### src/rtl/stdp_trace_synapse_update_assert.svh
// Assertion macros shared by the STDP trace synapse block.
// Needs clk and rst_n in the scope of each use.
`ifndef STDP_TRACE_SYNAPSE_UPDATE_ASSERT_SVH
`define STDP_TRACE_SYNAPSE_UPDATE_ASSERT_SVH

// cond holds at every clock edge out of reset
`define STU_ALWAYS(lbl, cond, msg) lbl: assert property (@(posedge clk) disable iff (!rst_n) \
    (cond)) else $error(msg);

// cons holds in the same cycle as ante
`define STU_IMPLY(lbl, ante, cons, msg) lbl: assert property (@(posedge clk) \
    disable iff (!rst_n) (ante) |-> (cons)) else $error(msg);

// cons holds in the cycle after ante
`define STU_NEXT(lbl, ante, cons, msg) lbl: assert property (@(posedge clk) \
    disable iff (!rst_n) (ante) |=> (cons)) else $error(msg);

`endif

### src/rtl/stu_pkg.sv
// Shared types, codes and arithmetic helpers for the STDP trace synapse block.
// No dependencies.
package stu_pkg;

    typedef enum logic [2:0] {
        FUNC_LOAD = 3'd0,
        FUNC_PRE  = 3'd1,
        FUNC_POST = 3'd2,
        FUNC_TICK = 3'd3,
        FUNC_READ = 3'd4
    } func_t;

    localparam logic [1:0] CFG_DSTEP  = 2'd0;
    localparam logic [1:0] CFG_DRATE  = 2'd1;
    localparam logic [1:0] CFG_DSTART = 2'd2;

    typedef struct packed {
        logic accept;
        logic clear_step;
        logic rd_out;
        logic p_init;
        logic p_scan;
        logic p_hit;
        logic p_upd;
        logic q_init;
        logic q_scan;
        logic s_init;
        logic s_sweep;
        logic d_decay;
        logic t_out;
    } cmd_t;

    typedef struct packed {
        logic clear_done;
        logic p_done;
        logic p_found;
        logic q_done;
        logic s_done;
    } stat_t;

    function automatic logic signed [31:0] sat32(input logic signed [63:0] v);
        logic signed [31:0] r;
        if (v > 64'sh0000_0000_7FFF_FFFF)
            r = 32'sh7FFF_FFFF;
        else if (v < -64'sh0000_0000_8000_0000)
            r = 32'sh8000_0000;
        else
            r = v[31:0];
        return r;
    endfunction

    function automatic logic signed [63:0] sx64(input logic signed [31:0] v);
        return {{32{v[31]}}, v};
    endfunction

    // Q16.16 trace times Q0.16 rate, exact
    function automatic logic signed [48:0] rate_prod(input logic signed [31:0] tr,
                                                     input logic [15:0] rate);
        logic signed [48:0] a;
        logic signed [48:0] b;
        a = {{17{tr[31]}}, tr};
        b = {33'd0, rate};
        return a * b;
    endfunction

    // product over 65536, rounded toward zero
    function automatic logic signed [31:0] rate_dec(input logic signed [48:0] p);
        logic signed [48:0] t;
        if (p < 0)
            t = (p + 49'sd65535) >>> 16;
        else
            t = p >>> 16;
        return t[31:0];
    endfunction

endpackage

### src/rtl/stu_ctrl.sv
// Sequencer for the STDP trace synapse block.
// Uses stu_pkg command and status structs; drives stu_datapath.
module stu_ctrl (
    input  logic            clk,
    input  logic            rst_n,
    input  logic            start,
    input  logic [2:0]      func,
    input  stu_pkg::stat_t  stat,
    output stu_pkg::cmd_t   cmd,
    output logic            busy
);

    typedef enum logic [12:0] {
        S_CLEAR = 13'b0000000000001,
        S_IDLE  = 13'b0000000000010,
        S_RDOUT = 13'b0000000000100,
        S_PINIT = 13'b0000000001000,
        S_PSCAN = 13'b0000000010000,
        S_PHIT  = 13'b0000000100000,
        S_PUPD  = 13'b0000001000000,
        S_QINIT = 13'b0000010000000,
        S_QSCAN = 13'b0000100000000,
        S_SINIT = 13'b0001000000000,
        S_SWEEP = 13'b0010000000000,
        S_DDEC  = 13'b0100000000000,
        S_TOUT  = 13'b1000000000000
    } state_t;

    state_t state_reg;
    state_t state_next;

    assign busy = (state_reg != S_IDLE);

    always_comb
    begin
        cmd            = '0;
        cmd.accept     = start && (state_reg == S_IDLE);
        cmd.clear_step = (state_reg == S_CLEAR);
        cmd.rd_out     = (state_reg == S_RDOUT);
        cmd.p_init     = (state_reg == S_PINIT);
        cmd.p_scan     = (state_reg == S_PSCAN);
        cmd.p_hit      = (state_reg == S_PHIT);
        cmd.p_upd      = (state_reg == S_PUPD);
        cmd.q_init     = (state_reg == S_QINIT);
        cmd.q_scan     = (state_reg == S_QSCAN);
        cmd.s_init     = (state_reg == S_SINIT);
        cmd.s_sweep    = (state_reg == S_SWEEP);
        cmd.d_decay    = (state_reg == S_DDEC);
        cmd.t_out      = (state_reg == S_TOUT);
    end

    always_comb
    begin
        state_next = state_reg;
        unique case (state_reg)
            S_CLEAR: if (stat.clear_done) state_next = S_IDLE;
            S_IDLE:
            begin
                if (start && func == stu_pkg::FUNC_READ)
                    state_next = S_RDOUT;
                else if (start && func == stu_pkg::FUNC_TICK)
                    state_next = S_PINIT;
            end
            S_RDOUT: state_next = S_IDLE;
            S_PINIT: state_next = S_PSCAN;
            S_PSCAN:
            begin
                if (stat.p_done)
                    state_next = stat.p_found ? S_PHIT : S_QINIT;
            end
            S_PHIT:  state_next = S_PUPD;
            S_PUPD:  state_next = S_PINIT;
            S_QINIT: state_next = S_QSCAN;
            S_QSCAN: if (stat.q_done) state_next = S_SINIT;
            S_SINIT: state_next = S_SWEEP;
            S_SWEEP: if (stat.s_done) state_next = S_DDEC;
            S_DDEC:  state_next = S_TOUT;
            S_TOUT:  state_next = S_IDLE;
            default: state_next = S_IDLE;
        endcase
    end

    always_ff @(posedge clk or negedge rst_n)
    begin
        if (!rst_n)
            state_reg <= S_CLEAR;
        else
            state_reg <= state_next;
    end

endmodule

### config.mk
export PLATFORM = sky130hd
export DESIGN_NAME = stu_ctrl
export DESIGN_NICKNAME = d
export VERILOG_FILES = /design/src/rtl/stdp_trace_synapse_update_assert.svh /design/src/rtl/stu_pkg.sv /design/src/rtl/stu_ctrl.sv
export SDC_FILE = /design/constraint.sdc
export NUM_CORES = 1
export LEC_CHECK = 0
export ABC_AREA = 1
export BUFFER_PORTS_ARGS = -buffer_cell sky130_fd_sc_hd__buf_4
export CAP_MARGIN = 0
export CORE_MARGIN = 10
export CORE_UTILIZATION = 50
export CTS_CLUSTER_DIAMETER = 150
export DETAILED_ROUTE_END_ITERATION = 12
export PLACE_DENSITY = 0.76
export SLEW_MARGIN = 20
export SYNTH_ARGS = -nofsm -noshare
export SYNTH_HDL_FRONTEND = slang
export SYNTH_SLANG_ARGS = --single-unit
export TNS_END_PERCENT = 10
### constraint.sdc
create_clock -name clk -period 2.4 [get_ports clk]
set_input_delay 0.12 -clock clk [delete_from_list [all_inputs] [get_ports clk]]
set_output_delay 0.12 -clock clk [all_outputs]
set_load 0.02 [all_outputs]
==> metrics.md <==
| Metric | Value |
|---|---|
| Status | `finished, final reports clean` |
| CP Data Arrival Time | `1.54 ns` |
| Post-CTS resize count | `0` |
| DIE AREA | `0.00413 mm^2` |
| Cells after synthesis | `133` |
| Setup_tns | `0 ns` |
| Dpl hpwl | `1930 um` |
| Worst Setup Start Kind | `flip-flop` |
| Layout cells sized above 1 | `37.7%` |
| Area of the multi-input gates | `548 um^2` |
| Width of the chip | `64.3 um` |
| Worst flop-to-flop path endpoint | `state_reg[7]` |
| Met3 GRT Util | `1.57%` |
| Met1 usage | `14.6%` |
| Flip-flop and latch count after synthesis | `13` |
| DRC viols | `0` |
| Sequential power share | `31.8%` |
| CP bufs+invs | `1` |
| Synth warn | `0` |
| Placed cell area | `0.00119 mm^2` |
| CTS Buffer Depth | `2` |
| Antenna Nets Post-Route | `0` |
| Register area | `327 um^2` |
| Setup slack, reg-to-reg | `0.88 ns` |
| Max VDD drop | `0.416 mV` |
| Final net count | `174` |
| Pwr/cell area | `651 mW/mm^2` |
| Clock power frac | `17.5%` |
| Fin crit period | `1.66 ns` |
| Slew Viols, Final | `0` |
| Largest net degree at the start of global routing | `14` |
| Vias | `862` |
| DR iter-0 viols | `20` |
| Hold Path Class | `in -> reg` |
| Psw | `0.000355 W` |
| Slowest library cell on the worst path | `dfrtp_1` |
| Total track usage | `11.7%` |
| First-pass GRT wire length | `3860 um` |
| Logic pwr share | `50.7%` |
| Fin crit share | `69.1%` |
| WP data required | `2.28 ns` |
| Worst hold path endpoint | `state_reg[0]` |
| Worst hold path startpoint | `stat[4]` |
| Initial antenna violation count | `0` |
| Syn_area_per_cell | `7.37 um^2` |
| Endpoints failing hold | `0` |
| Crit path cell chain | `nor2_4, nand2_4, nor2_2, nand2_2, nor2_1, buf_4` |
| Syn Nets | `144` |
| Commonest non-fill, non-tap cells in the layout | `inv_1, buf_4, nor2_1, nand2_1, dfrtp_1` |
| GRT met2 Usage | `18.5%` |
| Commonest non-fill, non-tap cell in the layout | `inv_1` |
| First drt pass iteration count | `3` |
| DR vias/cell | `4.61` |
| Worst Path Max Fanout | `5` |
| Maximum clock rate | `603 MHz` |
| Initial core utilization | `54.9%` |
| # setup viols final | `0` |
| Root buf cell | `clkbuf_4` |
| Slew margin rel. | `82.8%` |
| Reg clk slew, reported paths | `0.08 ns` |
| Die Height | `64.3 um` |
| Max-cap violations | `0` |
| Post-synth cell types | `19` |
| Drt wl/cell | `12.2 um` |
| Syn-to-layout area delta | `25.3%` |
| Skew final | `0.00430 ns` |
| CTS tree | `built` |
| Grt ovf | `0` |
| Min-Delay Path Depth | `4` |
| Internal power | `0.000444 W` |
| Mapped Area | `980 um^2` |
| Sequential area share after synthesis | `33.3%` |
| Routability cong. | `0.856` |
| Largest stage delay on the critical path | `0.43 ns` |
| Row count | `15` |
| CP endpoint kind | `output port` |
| GR peak layer | `met2` |
| Top delay family on crit path | `simple AND/OR/NAND/NOR gates` |
| Crit Path Class | `reg -> out` |
| Vias in the first global route | `865` |
| Reg-to-Reg Start | `state_reg[11]` |
| Inst Count DP | `182` |
| Ant diodes | `0` |
| TritonCTS Buffers | `3` |
| Least-Margin Pin Slew | `0.257 ns` |
| Fill cells | `161` |
| Port Buffers | `24` |
| R2R cell count | `10` |
| Final WL | `2270 um` |
| Core Area | `0.00178 mm^2` |
| CTS Sinks | `13` |
| Post-route cell area | `0.00123 mm^2` |
| Max reg flops | `13` |
| Switching share of power | `44.4%` |
| Non-filler cells, final | `187` |
| CTS H-tree lvls | `1` |
| Leak | `0.734 nW` |
| Ports | `25` |
| Clock Latency Late Sink | `0.28 ns` |
| Setup repair after global routing missed its margin | `no` |
[worst reg2reg max path, delay by kind of cell (launching register included)]
family                 cells  cell delay, ns
buffers and inverters      1            0.04
flip-flops                 1            0.45
AND/OR/NAND/NOR            9            0.94
[routing by layer]
| layer | up-vias | part of all wire [%] |
|---|---|---|
| li1 | 456 | - |
| met1 | 383 | 47 |
| met2 | 18 | 47 |
| met3 | 5 | 3.2 |
| met4 | 0 | 2.5 |
| met5 | - | 0 |
[worst max path at each step]
stage	start	cells past startpoint	endpoint	slack [ns]
after global routing	state_reg[9]	6	cmd[2]	0.60
after global placement	state_reg[11]	10	state_reg[11]	0.90
after floorplan	state_reg[11]	7	state_reg[5]	0.99
after detailed placement	state_reg[11]	10	state_reg[11]	0.87
after CTS	state_reg[6]	6	cmd[12]	0.74
final	state_reg[6]	6	cmd[12]	0.74
[power by group through the flow]
stage | Clock [W] | Combinational [W] | Sequential, W
2_1_floorplan | 0 | 0.000318 | 0.000255
3_3_place_gp | 0 | 0.000404 | 0.000257
3_5_place_dp | 0 | 0.000407 | 0.000258
4_1_cts | 0.000141 | 0.000410 | 0.000253
5_1_grt | 0.000153 | 0.000446 | 0.000256
6_report | 0.000140 | 0.000405 | 0.000254
[timing repair]
action / in CTS / in global routing
hold buffers: 1 / 0
endpoints found under the setup margin: 0 / 0
setup buffers: 0 / 0
endpoints found under the hold margin: 13 / 0
[cell families (layout without fill, tap and decap cells)]
kind of cell	after synthesis	in the layout	share of synthesized area, %
flip-flops	13	13	33.3
AND/OR/NAND/NOR	90	90	54.9
AO/OA/AOI/OAI	2	2	1.02
buffers and inverters	28	57	10.7
[per-stage QoR]
step | setup slack, ns | total power [W] | hold WS, ns | util, %
5_1_grt | 0.601 | 0.000856 | 0.104 | 68.8
6_report | 0.743 | 0.000799 | 0.0825 | 68.8
4_1_cts | 0.736 | 0.000804 | 0.0808 | 68.8
2_1_floorplan | 0.995 | 0.000572 | -0.176 | -
3_3_place_gp | 0.904 | 0.000661 | -0.0241 | 66.8
3_5_place_dp | 0.874 | 0.000665 | -0.0232 | 66.8
[Yosys cell counts]
library cell	instances	area share [%]
dfrtp_1	12	31
a21oi_1	1	0.51
nor2_4	5	5.7
nor3_4	1	1.7
inv_1	26	10
nand2_1	21	8.0
nand3_2	3	3.1
nor3_1	3	1.5
inv_2	2	0.77
nor2_8	2	4.1
nor2_2	8	5.1
nand2_2	7	4.5
o21ai_0	1	0.51
nand3_1	11	5.6
nand2_4	5	5.7
nand3b_1	1	0.77
nor2_1	22	8.4
dfstp_2	1	2.7
nand4_1	1	0.64
[cell type report]
type,count,area share [%]
Clock buffer,4,2.14
Multi-Input combinational cell,92,44.6
Sequential cell,13,26.6
Inverter,28,8.56
Tap cell,25,2.55
Timing Repair Buffer,25,15.5
Note: power is estimated with default switching activity, not from simulation.
